[config.mk]
export PLATFORM = sky130hd
export DESIGN_NAME = mlfqs_div
export DESIGN_NICKNAME = d
export VERILOG_FILES = /design/src/sv/mlfqs_pkg.sv /design/src/sv/mlfqs_div.sv
export SDC_FILE = /design/constraint.sdc
export NUM_CORES = 1
export LEC_CHECK = 0
export ABC_AREA = 1
export BUFFER_PORTS_ARGS = -buffer_cell sky130_fd_sc_hd__buf_2
export CORE_ASPECT_RATIO = 0.9
export CORE_MARGIN = 2
export CORE_UTILIZATION = 45
export DETAILED_ROUTE_END_ITERATION = 7
export PLACE_DENSITY_LB_ADDON = 0.1
export SETUP_SLACK_MARGIN = 0.5
export SYNTH_ARGS = -nofsm -noshare
export SYNTH_HDL_FRONTEND = slang
export SYNTH_SLANG_ARGS = --single-unit
[constraint.sdc]
create_clock -name clk -period 5.7 [get_ports clk]
set_input_delay 0.855 -clock clk [delete_from_list [all_inputs] [get_ports clk]]
set_output_delay 0.855 -clock clk [all_outputs]
set_load 0.05 [all_outputs]
[src/sv/mlfqs_pkg.sv]
`timescale 1ns / 1ps
// ----------------------------------------------------------------------------
// mlfqs_pkg: shared types and constants
// 17.14 fixed-point constants, event kinds and sequencer states for the
// multilevel-feedback priority recalculation block.
// ----------------------------------------------------------------------------
package mlfqs_pkg;

  localparam int FX_SH       = 14;
  localparam int FX_ONE      = 16384;
  localparam int FX_HALF     = 8192;
  localparam int REC_W       = 30;
  localparam int NICE_W      = 6;
  localparam int LOAD_W      = 22;
  localparam int DEC_W       = 14;
  localparam int NICE_LIMIT  = 20;
  localparam int RECENT_LIMIT = 20000 * FX_ONE;
  localparam int LOAD_X100_MAX = 8191;
  localparam int C59         = (59 * FX_ONE) / 60;
  localparam int C1          = FX_ONE / 60;
  localparam int SLICE_TICKS = 4;

  typedef enum logic [1:0] {
    K_TICK   = 2'd0,
    K_NICE   = 2'd1,
    K_CREATE = 2'd2
  } kind_t;

  typedef enum logic [3:0] {
    ST_IDLE,
    ST_RD,
    ST_MOD,
    ST_SMUL,
    ST_SLOAD,
    ST_DINIT,
    ST_DIV,
    ST_SWRD,
    ST_SWMUL,
    ST_SWWR,
    ST_RD2,
    ST_FIN,
    ST_RES
  } state_t;

  function automatic logic signed [REC_W-1:0] clamp_rec(input logic signed [31:0] v);
    logic signed [REC_W-1:0] r;
    if (v > RECENT_LIMIT) begin
      r = REC_W'(RECENT_LIMIT);
    end else if (v < -RECENT_LIMIT) begin
      r = REC_W'(-RECENT_LIMIT);
    end else begin
      r = v[REC_W-1:0];
    end
    return r;
  endfunction

endpackage

[src/sv/mlfqs_div.sv]
`timescale 1ns / 1ps
// ----------------------------------------------------------------------------
// mlfqs_div: load decay coefficient divider
// Restoring divider, one quotient bit per cycle: (2L * 1.0) / (2L + 1.0).
// ----------------------------------------------------------------------------
module mlfqs_div #(
  parameter int NUM_W = 23
) (
  input  logic                          clk,
  input  logic                          rst,
  input  logic                          start,
  input  logic [NUM_W-1:0]              la2,
  output logic                          done,
  output logic [mlfqs_pkg::DEC_W-1:0]   quo
);
  import mlfqs_pkg::*;

  logic [NUM_W:0]   rem;
  logic [NUM_W:0]   den;
  logic [NUM_W+1:0] r2;
  logic [4:0]       cnt;
  logic             busy;

  always_comb begin
    r2 = {rem, 1'b0};
  end

  always_ff @(posedge clk) begin
    if (rst) begin
      busy <= 1'b0;
      done <= 1'b0;
    end else begin
      done <= 1'b0;
      if (start) begin
        rem  <= (NUM_W+1)'(la2);
        den  <= (NUM_W+1)'(la2) + (NUM_W+1)'(FX_ONE);
        cnt  <= 5'(DEC_W);
        quo  <= '0;
        busy <= 1'b1;
      end else if (busy) begin
        if (r2 >= (NUM_W+2)'(den)) begin
          rem <= (NUM_W+1)'(r2 - (NUM_W+2)'(den));
          quo <= {quo[DEC_W-2:0], 1'b1};
        end else begin
          rem <= r2[NUM_W:0];
          quo <= {quo[DEC_W-2:0], 1'b0};
        end
        cnt <= cnt - 5'd1;
        if (cnt == 5'd1) begin
          busy <= 1'b0;
          done <= 1'b1;
        end
      end
    end
  end

endmodule

==> metrics.cfg <==
[layout]
diodes=0
drive_gt1_frac=0.142
total_of_fill_cells_in_the_finished_design=1077
layout-area-overhead-vs-synth_pct=11.9
num-nets-final=746
seqCellArea_um2=2050
multiInputGateArea_um2=2360
finish.instance_area_um2=5590
finalCoreUtilization=0.517

[timing]
rsz0062_at_grt=false
setup_viol_count_final=0
final.min_clock_period_ps=2850
period_share=0.501
max_clock_freq_mhz=350
hold_viol=0
totalNegativeSetupSlack_ps=0
finClkSkew_ps=10.3
slew_limit_fails=0
worst-slew-pin-transition_ps=766
timing.max_slew.rel_slack=0.489

[setup_path]
crit_path_top_delay_cell=sky130_fd_sc_hd__ha_1
worst-endpoint-required_ps=5780
crit_family=simple AND/OR/NAND/NOR gates
critPathCaptureType=flip-flop
criticalPathCategory=flip-flop to flip-flop
reg2regPathDepth=9
crit_path_most_repeated_cell=sky130_fd_sc_hd__nand2_1
critical_path.max_stage_delay_ps=450
critical_path.cell_chain=ha_1, nand2_1, nor2_1, nand2_1, nand3b_4, nand2_4, nand3_1, nand3_1, nand2_1
levels_on_crit_path=9
critical_path.n_buffers_inverters=0
timing.critical_path.arrival_ps=2930
setup.worst_path.start_class=flip-flop
worstPathMaxFanout=25
regToRegStartpoint=rem[20]
worstReg2RegEnd=rem[13]
cp-startpoint=rem[20]
worst-r2r-setup-slack_ps=2850
crit_path_end=rem[13]

[detailed_routing]
avgRoutedWirePerCell_um=14.7
number_of_search_and_repair_iterations_in_the_first_detailed_routing_pass=5
detailedRoute.firstIterationViolations=283
per_cell_via_count_in_the_routed_design=5.02
antenna_violating_nets_post_route=0
routed_wire_length_mm=12.2
routed_via_count=4169
post-route-drc-count=0

[floorplan]
placementRows=36
top_level_ports=41
initial_utilization=0.462
die_area_um2=12000
chipHeight_um=104
die_w_um=115
coreArea_um2=10800

[synthesis]
synth-warning-count=0
netlist_instances=650
synth_enable_flop_cells=67
async_flop_share=0
leading_post_synthesis_cells_by_cell_area=sky130_fd_sc_hd__edfxtp_1 (40%), sky130_fd_sc_hd__nand2_1 (16%), sky130_fd_sc_hd__inv_1 (9.4%)
synth_largest_type_area_fraction=0.403
synth_area_um2=5000
synth_common_cells=sky130_fd_sc_hd__nand2_1 (214), sky130_fd_sc_hd__inv_1 (125), sky130_fd_sc_hd__edfxtp_1 (67), sky130_fd_sc_hd__nand3_1 (58), sky130_fd_sc_hd__nor2_1 (39)
synth_top_area_cell=sky130_fd_sc_hd__edfxtp_1
post_synthesis_net_count=704
synth.distinct_cells=35
ys_ff_latch=69
post_synth.cell_area_avg_um2=7.69
synth_top_flop_cell=sky130_fd_sc_hd__edfxtp_1
yosysSeqAreaShare=0.411
post-synth-top-count-cell=sky130_fd_sc_hd__nand2_1

[cts]
cts.sinks=69
cts_tree=yes
htree_num_levels=3
numCtsBuffers=9
clk_pin_slew_worst_paths_ps=50
post_cts_resize_count=0
ctsRootBufferMaster=sky130_fd_sc_hd__clkbuf_16
cts_post_setup_buffers_inserted=0
cts-root-to-sink-buffers=2
number_of_buffers_inserted_by_hold_repair_at_cts=0
clk-insertion-delay-late_ps=330

[flow_run]
max-cap-violations=0

[global_routing]
grt_use_total=0.218
number_of_global_route_vias_before_repair=4139
grt_remaining_overflow=0
antenna_found_initial=0
first_pass_grt_wire_length_mm=20.5
grt_max_degree=43

[place]
placed_cell_area_um2=5300
placement.io_buffers=40
globalplace.congestion=0.911
dp.final_hpwl_mm=9.35

[power_and_ir_drop]
vdd_drop_max_mv=0.168
pwr_density_cell_nw_per_um2=293
static-leakage-power_nw=2.87

[run_status]
status=complete, no violations

[hold_path]
hold_wc_path_type=flip-flop to flip-flop

[area by class of cell]
type                    count  share of cell area
multi-input cells         437               0.422
flip-flops and latches     69               0.367
inverters                 131              0.0879
repair buffers             44              0.0412
clock buffers               9              0.0403
well taps                 133              0.0298
clock inverters             7              0.0116
[where the power goes]
group,switching (mW),internal (mW)
sequential,0.0163,0.607
combinational,0.315,0.154
clock,0.211,0.335
[tightest hold or removal path, stage by stage, from the launching register on]
cell and delay (ps):
sky130_fd_sc_hd__dfxtp_1 300, sky130_fd_sc_hd__inv_1 100, sky130_fd_sc_hd__nor4_1 70
[flip-flops by register name (all words and copies together), names as in the netlist]
name,count
rem,24
quo,14
busy,1
cnt,5
done,1
den,24
[cell families (layout without fill, tap and decap cells)]
kind of cell	count (synthesis)	after routing	share of synthesized area
AOI/OAI and AO/OA	28	28	0.0313
xor gates and xnor gates	16	16	0.0280
adders and majority gates	28	28	0.0716
buffers and inverters	144	191	0.120
DFF	69	69	0.411
and+or+nand+nor	365	365	0.339
[per-stage QoR]
stage	cells	hold slack (ps)	worst slack [ps]	total power [mW]
2_1_floorplan	650	421	1820	0.984
4_1_cts	830	528	2870	1.65
3_3_place_gp	814	504	2600	1.09
5_1_grt	830	552	2680	1.74
3_5_place_dp	814	516	2540	1.10
6_report	830	523	2850	1.64
[per-layer routing]
metal	wire length, µm	part of all wire	track usage
met1	6300	0.52	0.333
met2	5140	0.42	0.322
met3	625	0.051	0.0350
met4	150	0.012	0.0568
met5	0	0	0
[placed cells by master (no fill, tap or decap), types with 2 or more instances in the layout]
cell type	n
sky130_fd_sc_hd__o21ai_0	4
sky130_fd_sc_hd__edfxtp_1	67
sky130_fd_sc_hd__clkinv_1	4
sky130_fd_sc_hd__buf_4	4
sky130_fd_sc_hd__buf_2	40
sky130_fd_sc_hd__nand3_2	3
sky130_fd_sc_hd__xnor2_1	9
sky130_fd_sc_hd__nand2_1	214
sky130_fd_sc_hd__nand4_1	6
sky130_fd_sc_hd__nor2_1	38
sky130_fd_sc_hd__nand2_2	7
sky130_fd_sc_hd__dfxtp_1	2
sky130_fd_sc_hd__o21bai_1	2
sky130_fd_sc_hd__clkinvlp_4	2
sky130_fd_sc_hd__nor3_1	4
sky130_fd_sc_hd__xor2_1	7
sky130_fd_sc_hd__nor2_2	6
sky130_fd_sc_hd__ha_1	27
sky130_fd_sc_hd__inv_2	5
sky130_fd_sc_hd__nand3b_2	9
sky130_fd_sc_hd__a21oi_1	16
sky130_fd_sc_hd__o21ai_1	2
sky130_fd_sc_hd__nand3b_4	2
sky130_fd_sc_hd__nand3_1	58
sky130_fd_sc_hd__clkbuf_16	9
sky130_fd_sc_hd__nor2_4	4
sky130_fd_sc_hd__a21oi_2	3
sky130_fd_sc_hd__nand3b_1	9
sky130_fd_sc_hd__inv_1	125
[how the worst min path moves through the flow]
stage,slack [ps],cells after the start,end,from
after floorplan,420,2,done,busy
after global placement,500,2,done,busy
after CTS,530,2,done,busy
after detailed placement,520,2,done,busy
final,520,2,done,busy
after global routing,550,2,done,busy
Note: power is estimated with default switching activity, not from simulation.
